<file path="src/design/mnga_pkg.sv">
// shared widths, register indexes, divider status and tick saturation for the groove applier
package mnga_pkg;

    localparam int TICK_W       = 32;
    localparam int VEL_W        = 7;
    localparam int PITCH_W      = 7;
    localparam int TPB_W        = 16;
    localparam int CFG_IDX_W    = 3;
    localparam int CFG_DATA_W   = 64;
    localparam int POS_W        = 3;
    localparam int AXIS_DATA_W  = 80;

    localparam int DEVIATION_ENTRIES_DEF = 8;
    localparam int CURVE_ENTRIES_DEF     = 8;

    localparam logic [CFG_IDX_W-1:0] REG_DEV_TABLE  = 3'd0;
    localparam logic [CFG_IDX_W-1:0] REG_DEV_COUNT  = 3'd1;
    localparam logic [CFG_IDX_W-1:0] REG_VEL_TABLE  = 3'd2;
    localparam logic [CFG_IDX_W-1:0] REG_CURVE_CNT  = 3'd3;
    localparam logic [CFG_IDX_W-1:0] REG_TPB        = 3'd4;
    localparam logic [CFG_IDX_W-1:0] REG_INTENSITY  = 3'd5;
    localparam logic [CFG_IDX_W-1:0] REG_SWING      = 3'd6;
    localparam logic [CFG_IDX_W-1:0] REG_ENABLE     = 3'd7;

    typedef struct packed {
        logic busy;
        logic done;
    } div_status_t;

    function automatic logic [TICK_W-1:0] sat_tick(input logic signed [TICK_W+5:0] t);
        logic [TICK_W-1:0] res;
        if (t[TICK_W+5])
        begin
            res = '0;
        end
        else if (t[TICK_W+4:TICK_W] != '0)
        begin
            res = '1;
        end
        else
        begin
            res = t[TICK_W-1:0];
        end
        return res;
    endfunction

endpackage

</file>
<file path="src/design/mnga_div.sv">
// serial restoring divider, one quotient bit per cycle, with a running quotient modulo count
module mnga_div
    import mnga_pkg::*;
#(
    parameter int MOD_MAX = CURVE_ENTRIES_DEF,
    parameter int MOD_W   = $clog2(MOD_MAX + 1)
)
(
    input  logic              clk,
    input  logic              rst_n,
    input  logic              start,
    input  logic [TICK_W-1:0] dividend,
    input  logic [TPB_W-1:0]  divisor,
    input  logic [MOD_W-1:0]  modulus,
    output logic [MOD_W-1:0]  quotient_mod,
    output logic [TPB_W-1:0]  remainder,
    output div_status_t       status
);

    localparam int CNT_W = $clog2(TICK_W);

    logic [CNT_W-1:0]  cnt_reg, cnt_next;
    logic              busy_reg, busy_next;
    logic              done_reg, done_next;
    logic [TICK_W-1:0] dvd_reg, dvd_next;
    logic [TPB_W-1:0]  rem_reg, rem_next;
    logic [MOD_W-1:0]  qmod_reg, qmod_next;

    logic [TPB_W:0]    rem_sh;
    logic              qbit;
    logic [MOD_W:0]    qmod_sh;

    always_comb
    begin
        rem_sh    = {rem_reg, dvd_reg[TICK_W-1]};
        qbit      = (rem_sh >= {1'b0, divisor});
        qmod_sh   = {qmod_reg, qbit};
        cnt_next  = cnt_reg;
        busy_next = busy_reg;
        done_next = 1'b0;
        dvd_next  = dvd_reg;
        rem_next  = rem_reg;
        qmod_next = qmod_reg;
        if (start)
        begin
            cnt_next  = '0;
            busy_next = 1'b1;
            dvd_next  = dividend;
            rem_next  = '0;
            qmod_next = '0;
        end
        else if (busy_reg)
        begin
            dvd_next = {dvd_reg[TICK_W-2:0], 1'b0};
            if (qbit)
            begin
                rem_next = TPB_W'(rem_sh - {1'b0, divisor});
            end
            else
            begin
                rem_next = rem_sh[TPB_W-1:0];
            end
            if (qmod_sh >= {1'b0, modulus})
            begin
                qmod_next = MOD_W'(qmod_sh - {1'b0, modulus});
            end
            else
            begin
                qmod_next = qmod_sh[MOD_W-1:0];
            end
            cnt_next = cnt_reg + CNT_W'(1);
            if (cnt_reg == CNT_W'(TICK_W - 1))
            begin
                busy_next = 1'b0;
                done_next = 1'b1;
            end
        end
    end

    always_ff @(posedge clk or negedge rst_n)
    begin
        if (!rst_n)
        begin
            cnt_reg  <= '0;
            busy_reg <= 1'b0;
            done_reg <= 1'b0;
        end
        else
        begin
            cnt_reg  <= cnt_next;
            busy_reg <= busy_next;
            done_reg <= done_next;
        end
    end

    always_ff @(posedge clk)
    begin
        dvd_reg  <= dvd_next;
        rem_reg  <= rem_next;
        qmod_reg <= qmod_next;
    end

    assign quotient_mod = qmod_reg;
    assign remainder    = rem_reg;
    assign status.busy  = busy_reg;
    assign status.done  = done_reg;

endmodule

</file>
<file path="src/design/midi_note_groove_applier.sv">
// top level: applies timing deviation, velocity curve and swing to one midi note per transaction
// a note passes through the time, start, divide, velocity, swing and output states, one note in flight at a time
// a new note is taken only in idle, once the last one has passed the 32-step serial tick divider
// a finished result waits in the output register while the next note is taken in
// reset: registers return to defaults (tpb 480, intensity 256, swing 128, all enables),
// tables and counts clear, pattern position returns to 0
module midi_note_groove_applier
    import mnga_pkg::*;
#(
    parameter int DEVIATION_ENTRIES = DEVIATION_ENTRIES_DEF,
    parameter int CURVE_ENTRIES     = CURVE_ENTRIES_DEF
)
(
    input  logic                   clk,
    input  logic                   rst_n,
    input  logic                   cfg_we,
    input  logic [CFG_IDX_W-1:0]   cfg_index,
    input  logic [CFG_DATA_W-1:0]  cfg_wdata,
    input  logic                   s_axis_tvalid,
    output logic                   s_axis_tready,
    // start_tick[31:0], note_velocity[38:32], pitch[45:39], duration_ticks[77:46]
    input  logic [AXIS_DATA_W-1:0] s_axis_tdata,
    // first_in_list[0]
    input  logic                   s_axis_tuser,
    output logic                   m_axis_tvalid,
    input  logic                   m_axis_tready,
    // new_start_tick[31:0], new_velocity[38:32], out_pitch[45:39], out_duration[77:46]
    output logic [AXIS_DATA_W-1:0] m_axis_tdata
);

    localparam int MOD_W = $clog2(CURVE_ENTRIES + 1);

    typedef enum logic [6:0] {
        S_IDLE  = 7'b0000001,
        S_TIME  = 7'b0000010,
        S_START = 7'b0000100,
        S_DIV   = 7'b0001000,
        S_VEL   = 7'b0010000,
        S_SWING = 7'b0100000,
        S_OUT   = 7'b1000000
    } state_t;

    state_t state_reg, state_next;

    logic [63:0]        dev_table_reg;
    logic [3:0]         dev_count_reg;
    logic [55:0]        vel_table_reg;
    logic [3:0]         curve_count_reg;
    logic [TPB_W-1:0]   tpb_reg;
    logic [8:0]         intensity_reg;
    logic [8:0]         swing_reg;
    logic [2:0]         enable_reg;
    logic [POS_W-1:0]   pos_reg, pos_next;

    logic [TICK_W-1:0]  tick_reg, tick_next;
    logic [VEL_W-1:0]   vel_in_reg;
    logic [VEL_W-1:0]   vel_res_reg, vel_res_next;
    logic [PITCH_W-1:0] pitch_reg;
    logic [TICK_W-1:0]  dur_reg;
    logic               first_reg;
    logic signed [19:0] m1_reg, m1_next;
    logic signed [36:0] m2_reg, m2_next;
    logic               offbeat_reg, offbeat_next;

    logic               out_valid_reg, out_valid_next;
    logic [AXIS_DATA_W-1:0] out_data_reg;

    logic [3:0]         dcount, ccount;
    logic [8:0]         inten, swing;
    logic [TPB_W-1:0]   tpb;
    logic signed [9:0]  inten_s;
    logic [POS_W-1:0]   idx_raw, idx;
    logic signed [7:0]  dev;
    logic signed [17:0] dev_prod, dev_off;
    logic signed [9:0]  sw_delta;
    logic [3:0]         idx_inc;

    logic [MOD_W-1:0]   quot_mod;
    logic [TPB_W-1:0]   div_rem;
    div_status_t        div_status;
    logic               div_start;

    logic [2:0]         curve_idx;
    logic [VEL_W-1:0]   target;
    logic [16:0]        blend;
    logic [VEL_W-1:0]   vel_blend;
    logic [TPB_W-1:0]   half, half_gap;
    logic [20:0]        dist20, tpb3;
    logic signed [36:0] swing_off;

    logic               in_accept, out_free;

    assign dcount  = (dev_count_reg > 4'(DEVIATION_ENTRIES)) ? 4'(DEVIATION_ENTRIES)
                                                             : dev_count_reg;
    assign ccount  = (curve_count_reg > 4'(CURVE_ENTRIES)) ? 4'(CURVE_ENTRIES)
                                                           : curve_count_reg;
    assign inten   = (intensity_reg > 9'd256) ? 9'd256 : intensity_reg;
    assign swing   = (swing_reg > 9'd256) ? 9'd256 : swing_reg;
    assign tpb     = (tpb_reg < 16'd2) ? 16'd2 : tpb_reg;
    assign inten_s = $signed({1'b0, inten});

    assign in_accept     = s_axis_tvalid && s_axis_tready;
    assign s_axis_tready = (state_reg == S_IDLE);
    assign out_free      = !out_valid_reg || m_axis_tready;
    assign div_start     = (state_reg == S_START);

    mnga_div #(
        .MOD_MAX (CURVE_ENTRIES),
        .MOD_W   (MOD_W)
    ) u_div (
        .clk          (clk),
        .rst_n        (rst_n),
        .start        (div_start),
        .dividend     (tick_reg),
        .divisor      (tpb),
        .modulus      (MOD_W'(ccount)),
        .quotient_mod (quot_mod),
        .remainder    (div_rem),
        .status       (div_status)
    );

    // timing offset, pattern index and swing delta
    always_comb
    begin
        idx_raw  = first_reg ? '0 : pos_reg;
        idx      = ({1'b0, idx_raw} >= dcount) ? '0 : idx_raw;
        dev      = $signed(dev_table_reg[8*idx +: 8]);
        dev_prod = dev * inten_s;
        dev_off  = (dev_prod + (dev_prod[17] ? 18'sd255 : 18'sd0)) >>> 8;
        idx_inc  = {1'b0, idx} + 4'd1;
        sw_delta = $signed({1'b0, swing}) - 10'sd128;
    end

    // velocity blend, off-beat test and swing offset
    always_comb
    begin
        curve_idx = 3'(quot_mod);
        target    = vel_table_reg[7*curve_idx +: 7];
        blend     = 17'(vel_in_reg) * 17'(9'd256 - inten) + 17'(target) * 17'(inten);
        vel_blend = (blend[14:8] == '0) ? 7'd1 : blend[14:8];
        half      = {1'b0, tpb[TPB_W-1:1]};
        half_gap  = (div_rem >= half) ? (div_rem - half) : (half - div_rem);
        dist20    = 21'(half_gap) * 21'd20;
        tpb3      = 21'(tpb) * 21'd3;
        swing_off = (m2_reg + (m2_reg[36] ? 37'sd65535 : 37'sd0)) >>> 16;
    end

    always_comb
    begin
        state_next     = state_reg;
        pos_next       = pos_reg;
        tick_next      = tick_reg;
        vel_res_next   = vel_res_reg;
        m1_next        = m1_reg;
        m2_next        = m2_reg;
        offbeat_next   = offbeat_reg;
        out_valid_next = out_valid_reg;
        if (out_valid_reg && m_axis_tready)
        begin
            out_valid_next = 1'b0;
        end
        case (state_reg)
            S_IDLE:
            begin
                if (in_accept)
                begin
                    tick_next  = s_axis_tdata[31:0];
                    state_next = S_TIME;
                end
            end
            S_TIME:
            begin
                if (enable_reg[0] && (dcount != '0))
                begin
                    tick_next = sat_tick($signed({6'b0, tick_reg}) + 38'(dev_off));
                end
                if (dcount != '0)
                begin
                    pos_next = (idx_inc >= dcount) ? '0 : idx_inc[POS_W-1:0];
                end
                else
                begin
                    pos_next = '0;
                end
                m1_next    = sw_delta * inten_s;
                state_next = S_START;
            end
            S_START:
            begin
                state_next = S_DIV;
            end
            S_DIV:
            begin
                if (div_status.done)
                begin
                    state_next = S_VEL;
                end
            end
            S_VEL:
            begin
                vel_res_next = (enable_reg[1] && (ccount != '0)) ? vel_blend : vel_in_reg;
                m2_next      = m1_reg * $signed({1'b0, tpb[TPB_W-1:1], 1'b0});
                offbeat_next = (dist20 < tpb3);
                state_next   = S_SWING;
            end
            S_SWING:
            begin
                if (enable_reg[2] && (swing != 9'd128) && offbeat_reg)
                begin
                    tick_next = sat_tick($signed({6'b0, tick_reg}) + 38'(swing_off));
                end
                state_next = S_OUT;
            end
            S_OUT:
            begin
                if (out_free)
                begin
                    out_valid_next = 1'b1;
                    state_next     = S_IDLE;
                end
            end
            default:
            begin
                state_next = S_IDLE;
            end
        endcase
    end

    always_ff @(posedge clk or negedge rst_n)
    begin
        if (!rst_n)
        begin
            state_reg       <= S_IDLE;
            pos_reg         <= '0;
            out_valid_reg   <= 1'b0;
            dev_table_reg   <= '0;
            dev_count_reg   <= '0;
            vel_table_reg   <= '0;
            curve_count_reg <= '0;
            tpb_reg         <= 16'd480;
            intensity_reg   <= 9'd256;
            swing_reg       <= 9'd128;
            enable_reg      <= 3'd7;
        end
        else
        begin
            state_reg     <= state_next;
            pos_reg       <= pos_next;
            out_valid_reg <= out_valid_next;
            if (cfg_we)
            begin
                case (cfg_index)
                    REG_DEV_TABLE: dev_table_reg   <= cfg_wdata;
                    REG_DEV_COUNT: dev_count_reg   <= cfg_wdata[3:0];
                    REG_VEL_TABLE: vel_table_reg   <= cfg_wdata[55:0];
                    REG_CURVE_CNT: curve_count_reg <= cfg_wdata[3:0];
                    REG_TPB:       tpb_reg         <= cfg_wdata[TPB_W-1:0];
                    REG_INTENSITY: intensity_reg   <= cfg_wdata[8:0];
                    REG_SWING:     swing_reg       <= cfg_wdata[8:0];
                    REG_ENABLE:    enable_reg      <= cfg_wdata[2:0];
                    default:       enable_reg      <= enable_reg;
                endcase
            end
        end
    end

    always_ff @(posedge clk)
    begin
        tick_reg    <= tick_next;
        vel_res_reg <= vel_res_next;
        m1_reg      <= m1_next;
        m2_reg      <= m2_next;
        offbeat_reg <= offbeat_next;
        if (in_accept)
        begin
            vel_in_reg <= s_axis_tdata[38:32];
            pitch_reg  <= s_axis_tdata[45:39];
            dur_reg    <= s_axis_tdata[77:46];
            first_reg  <= s_axis_tuser;
        end
        if ((state_reg == S_OUT) && out_free)
        begin
            out_data_reg <= {2'b00, dur_reg, pitch_reg, vel_res_reg, tick_reg};
        end
    end

    assign m_axis_tvalid = out_valid_reg;
    assign m_axis_tdata  = out_data_reg;

endmodule

</file>
<file path="config.mk">
export PLATFORM = sky130hd
export DESIGN_NAME = midi_note_groove_applier
export DESIGN_NICKNAME = d
export VERILOG_FILES = /design/src/design/mnga_pkg.sv /design/src/design/mnga_div.sv /design/src/design/midi_note_groove_applier.sv
export SDC_FILE = /design/constraint.sdc
export NUM_CORES = 2
export LEC_CHECK = 0
export ABC_CLOCK_PERIOD_IN_PS = 14640
export BUFFER_PORTS_ARGS = -buffer_cell sky130_fd_sc_hd__buf_2
export CAP_MARGIN = 40
export CORE_MARGIN = 1
export CORE_UTILIZATION = 45
export CTS_BUF_LIST = sky130_fd_sc_hd__clkbuf_8
export DETAILED_ROUTE_END_ITERATION = 6
export HOLD_SLACK_MARGIN = 0.03
export PLACE_DENSITY = 0.61
export SKIP_CTS_REPAIR_TIMING = 1
export SLEW_MARGIN = 20
export SYNTH_ARGS = -nofsm -noshare
export SYNTH_HDL_FRONTEND = slang
export SYNTH_SLANG_ARGS = --single-unit
</file>
<file path="constraint.sdc">
create_clock -name clk -period 14.64 [get_ports clk]
set_clock_uncertainty 0.1 [all_clocks]
set_input_delay 2.928 -clock clk [delete_from_list [all_inputs] [get_ports clk]]
set_output_delay 2.928 -clock clk [all_outputs]
set_load 0.02 [all_outputs]
</file>
==> impl_metrics.env <==
export IMPL_hpwlAfterDp_um=89350
export IMPL_hp_class="register to register"
export IMPL_num_rows=118
export IMPL_largest_reg_flops=78
export IMPL_ant_nets=0
export IMPL_arrival_ps=13350
export IMPL_first_pass_iters=5
export IMPL_chipWidth_um=325.2
export IMPL_grt_setup_unrepaired="no"
export IMPL_outcome="completed"
export IMPL_synth_area_top_cells="fa_1 22%, edfxtp_1 16%, ha_1 11%"
export IMPL_finalWirelength_um=117100
export IMPL_synth_simple_area_share_pct=12.99
export IMPL_slowest_stage="and2b_1"
export IMPL_dieHeight_um=325.2
export IMPL_fin_crit_sh_pct=89.07
export IMPL_core_area_um2=103500
export IMPL_synth_avg_cell_area_um2=9.972
export IMPL_multi_input_area_um2=31160
export IMPL_track_usage_pct=22.56
export IMPL_grt_pass1_vias=34830
export IMPL_synthCells=4713
export IMPL_drive_gt1_share_pct=13.50
export IMPL_endpoint_kind="register"
export IMPL_fp_dieArea_um2=105700
export IMPL_worstPathRequired_ps=14950
export IMPL_synth_ff_type="edfxtp_1"
export IMPL_pin_count=235
export IMPL_fillers=9616
export IMPL_cts_buffers=78
export IMPL_synth_compound_area_share_pct=9.725
export IMPL_path_clk_slew_ps=70
export IMPL_worst_pin_slew_ps=859.3
export IMPL_yosysSeqAreaShare_pct=26.79
export IMPL_grt_start_max_net_pins=85
export IMPL_antenna_found_initial=12
export IMPL_syn_to_final_growth_pct=9.464
export IMPL_drt_wirelength_per_cell_um=18.42
export IMPL_synth_commonest_cells="697 x inv_1, 528 x fa_1, 477 x nand2_1"
export IMPL_max_freq_ghz=0.07669
export IMPL_drcViolationCount=0
export IMPL_root_buffer="clkbuf_8"
export IMPL_cp_slowest_stage_delay_ps=680
export IMPL_cts_buffer_depth=3
export IMPL_synthArstFlopShare_pct=40.13
export IMPL_cts_tree="yes"
export IMPL_synth_mux_area_share_pct=5.540
export IMPL_nets=6008
export IMPL_max_cap_violations=0
export IMPL_synth_xor_area_share_pct=4.307
export IMPL_ys_warn_count=0
export IMPL_critPathLaunchType="register"
export IMPL_yosys_register_bits=456
export IMPL_synth_top_family_by_area="adder cells"
export IMPL_yosysUniqueCellTypes=99
export IMPL_vias_per_cell=5.350
export IMPL_cts_max_level=3
export IMPL_utilization_pct=49.71
export IMPL_hold_depth=0
export IMPL_drt_initial_drc_count=2073
export IMPL_register_area_um2=12590
export IMPL_vias=34010
export IMPL_yosys_area_share_adder_pct=33.48
export IMPL_finalWeightedCongestion=0.8961
export IMPL_slew_headroom_pct=42.57
export IMPL_syn_area_um2=47000
export IMPL_overflow=0
export IMPL_crit_type="register to register"
export IMPL_grt_first_pass_wirelength_um=189700
export IMPL_clkSinkCount=456
export IMPL_rr_worst_depth=46
export IMPL_synth_top_area_share_pct=22.49
export IMPL_insertion_delay_ps=710
export IMPL_final_max_slew_viol_count=0
export IMPL_port_buffers=230
export IMPL_setup_viol=0
export IMPL_period_needed_ps=13040
export IMPL_synth_edf_count=253
export IMPL_start_util_pct=45.41
export IMPL_synth_most_common_cell="inv_1"
export IMPL_worstPathMaxFanout=24
export IMPL_hold_violations=0
export IMPL_fin_tns_setup_ps=0
export IMPL_synth_top_area_cell="fa_1"
-- worst paths after layout --
path	startpoint	end	slack (ps)
min reg2reg	dur_reg[9]$_DFFE_PP_	m_axis_tdata[55]$_DFFE_PP_	320
max reg2reg	first_reg$_DFFE_PP_	tick_reg[15]$_DFFE_PP_	1600
min	dur_reg[9]$_DFFE_PP_	m_axis_tdata[55]$_DFFE_PP_	320
min in group asynchronous	rst_n	pos_reg[1]$_DFFE_PN0P_	2040
max in group asynchronous	rst_n	tpb_reg[7]$_DFFE_PN1P_	11360
max	first_reg$_DFFE_PP_	tick_reg[15]$_DFFE_PP_	1600
-- critical path: cells and delay by family, from the launching register on --
kind | cells | cell delay (ps)
buffers and inverters | 7 | 1060
adder cells (fa/ha/maj) | 8 | 3320
XOR/XNOR | 2 | 370
AO/OA/AOI/OAI | 13 | 3000
AND/OR/NAND/NOR | 16 | 4420
flip-flops | 1 | 450
-- final cells by class --
| cell class | count | share of cell area (%) |
|---|---|---|
| Inverter | 703 | 5.129 |
| Antenna cell | 5 | 0.02432 |
| Multi-Input combinational cell | 3380 | 60.58 |
| Clock inverter | 48 | 0.4937 |
| Timing Repair Buffer | 295 | 3.570 |
| Clock buffer | 89 | 2.381 |
| Tap cell | 1380 | 3.356 |
| Sequential cell | 456 | 24.47 |
-- cells by family after synthesis --
family,count (synthesis)
adder cells (fa/ha/maj),941
other,2
flip-flops,456
AND/OR/NAND/NOR,1288
multiplexers,219
buffers and inverters,886
AO/OA/AOI/OAI,692
XOR/XNOR,229
-- layout by cell type, fill, tap and decap left out, drive strengths merged, types with 90 or more instances in the layout --
| cell | count |
|---|---|
| ha | 413 |
| nand2 | 477 |
| inv | 721 |
| edfxtp | 253 |
| mux2 | 186 |
| clkbuf | 90 |
| xnor2 | 171 |
| o21ai | 169 |
| dfrtp | 173 |
| buf | 294 |
| fa | 528 |
| a21oi | 170 |
| and2 | 157 |
| nor2 | 306 |
-- stage by stage --
stage          hold slack [ps]  cells  setup slack, ps  instance area, µm²
6_report                 316.4   6356             1600               51450
5_1_grt                  312.1   6355            872.2               51450
4_1_cts                  317.9   6346             1341               51350
3_5_place_dp             304.5   6209             1392               49870
3_3_place_gp             300.3   6194             1370               49630
2_1_floorplan            300.3   4722             3542               47030
-- routing by layer --
| layer | share of wire, % | track usage [%] | vias to the layer above |
|---|---|---|---|
| li1 | - | - | 15990 |
| met1 | 44 | 30.68 | 16880 |
| met2 | 46 | 36.69 | 923 |
| met3 | 6.1 | 3.787 | 196 |
| met4 | 3.1 | 7.178 | 16 |
| met5 | 0.081 | 0 | - |
Power is not shown: default switching activity piles up to over one toggle a cycle in this logic, so the estimate is an artifact.
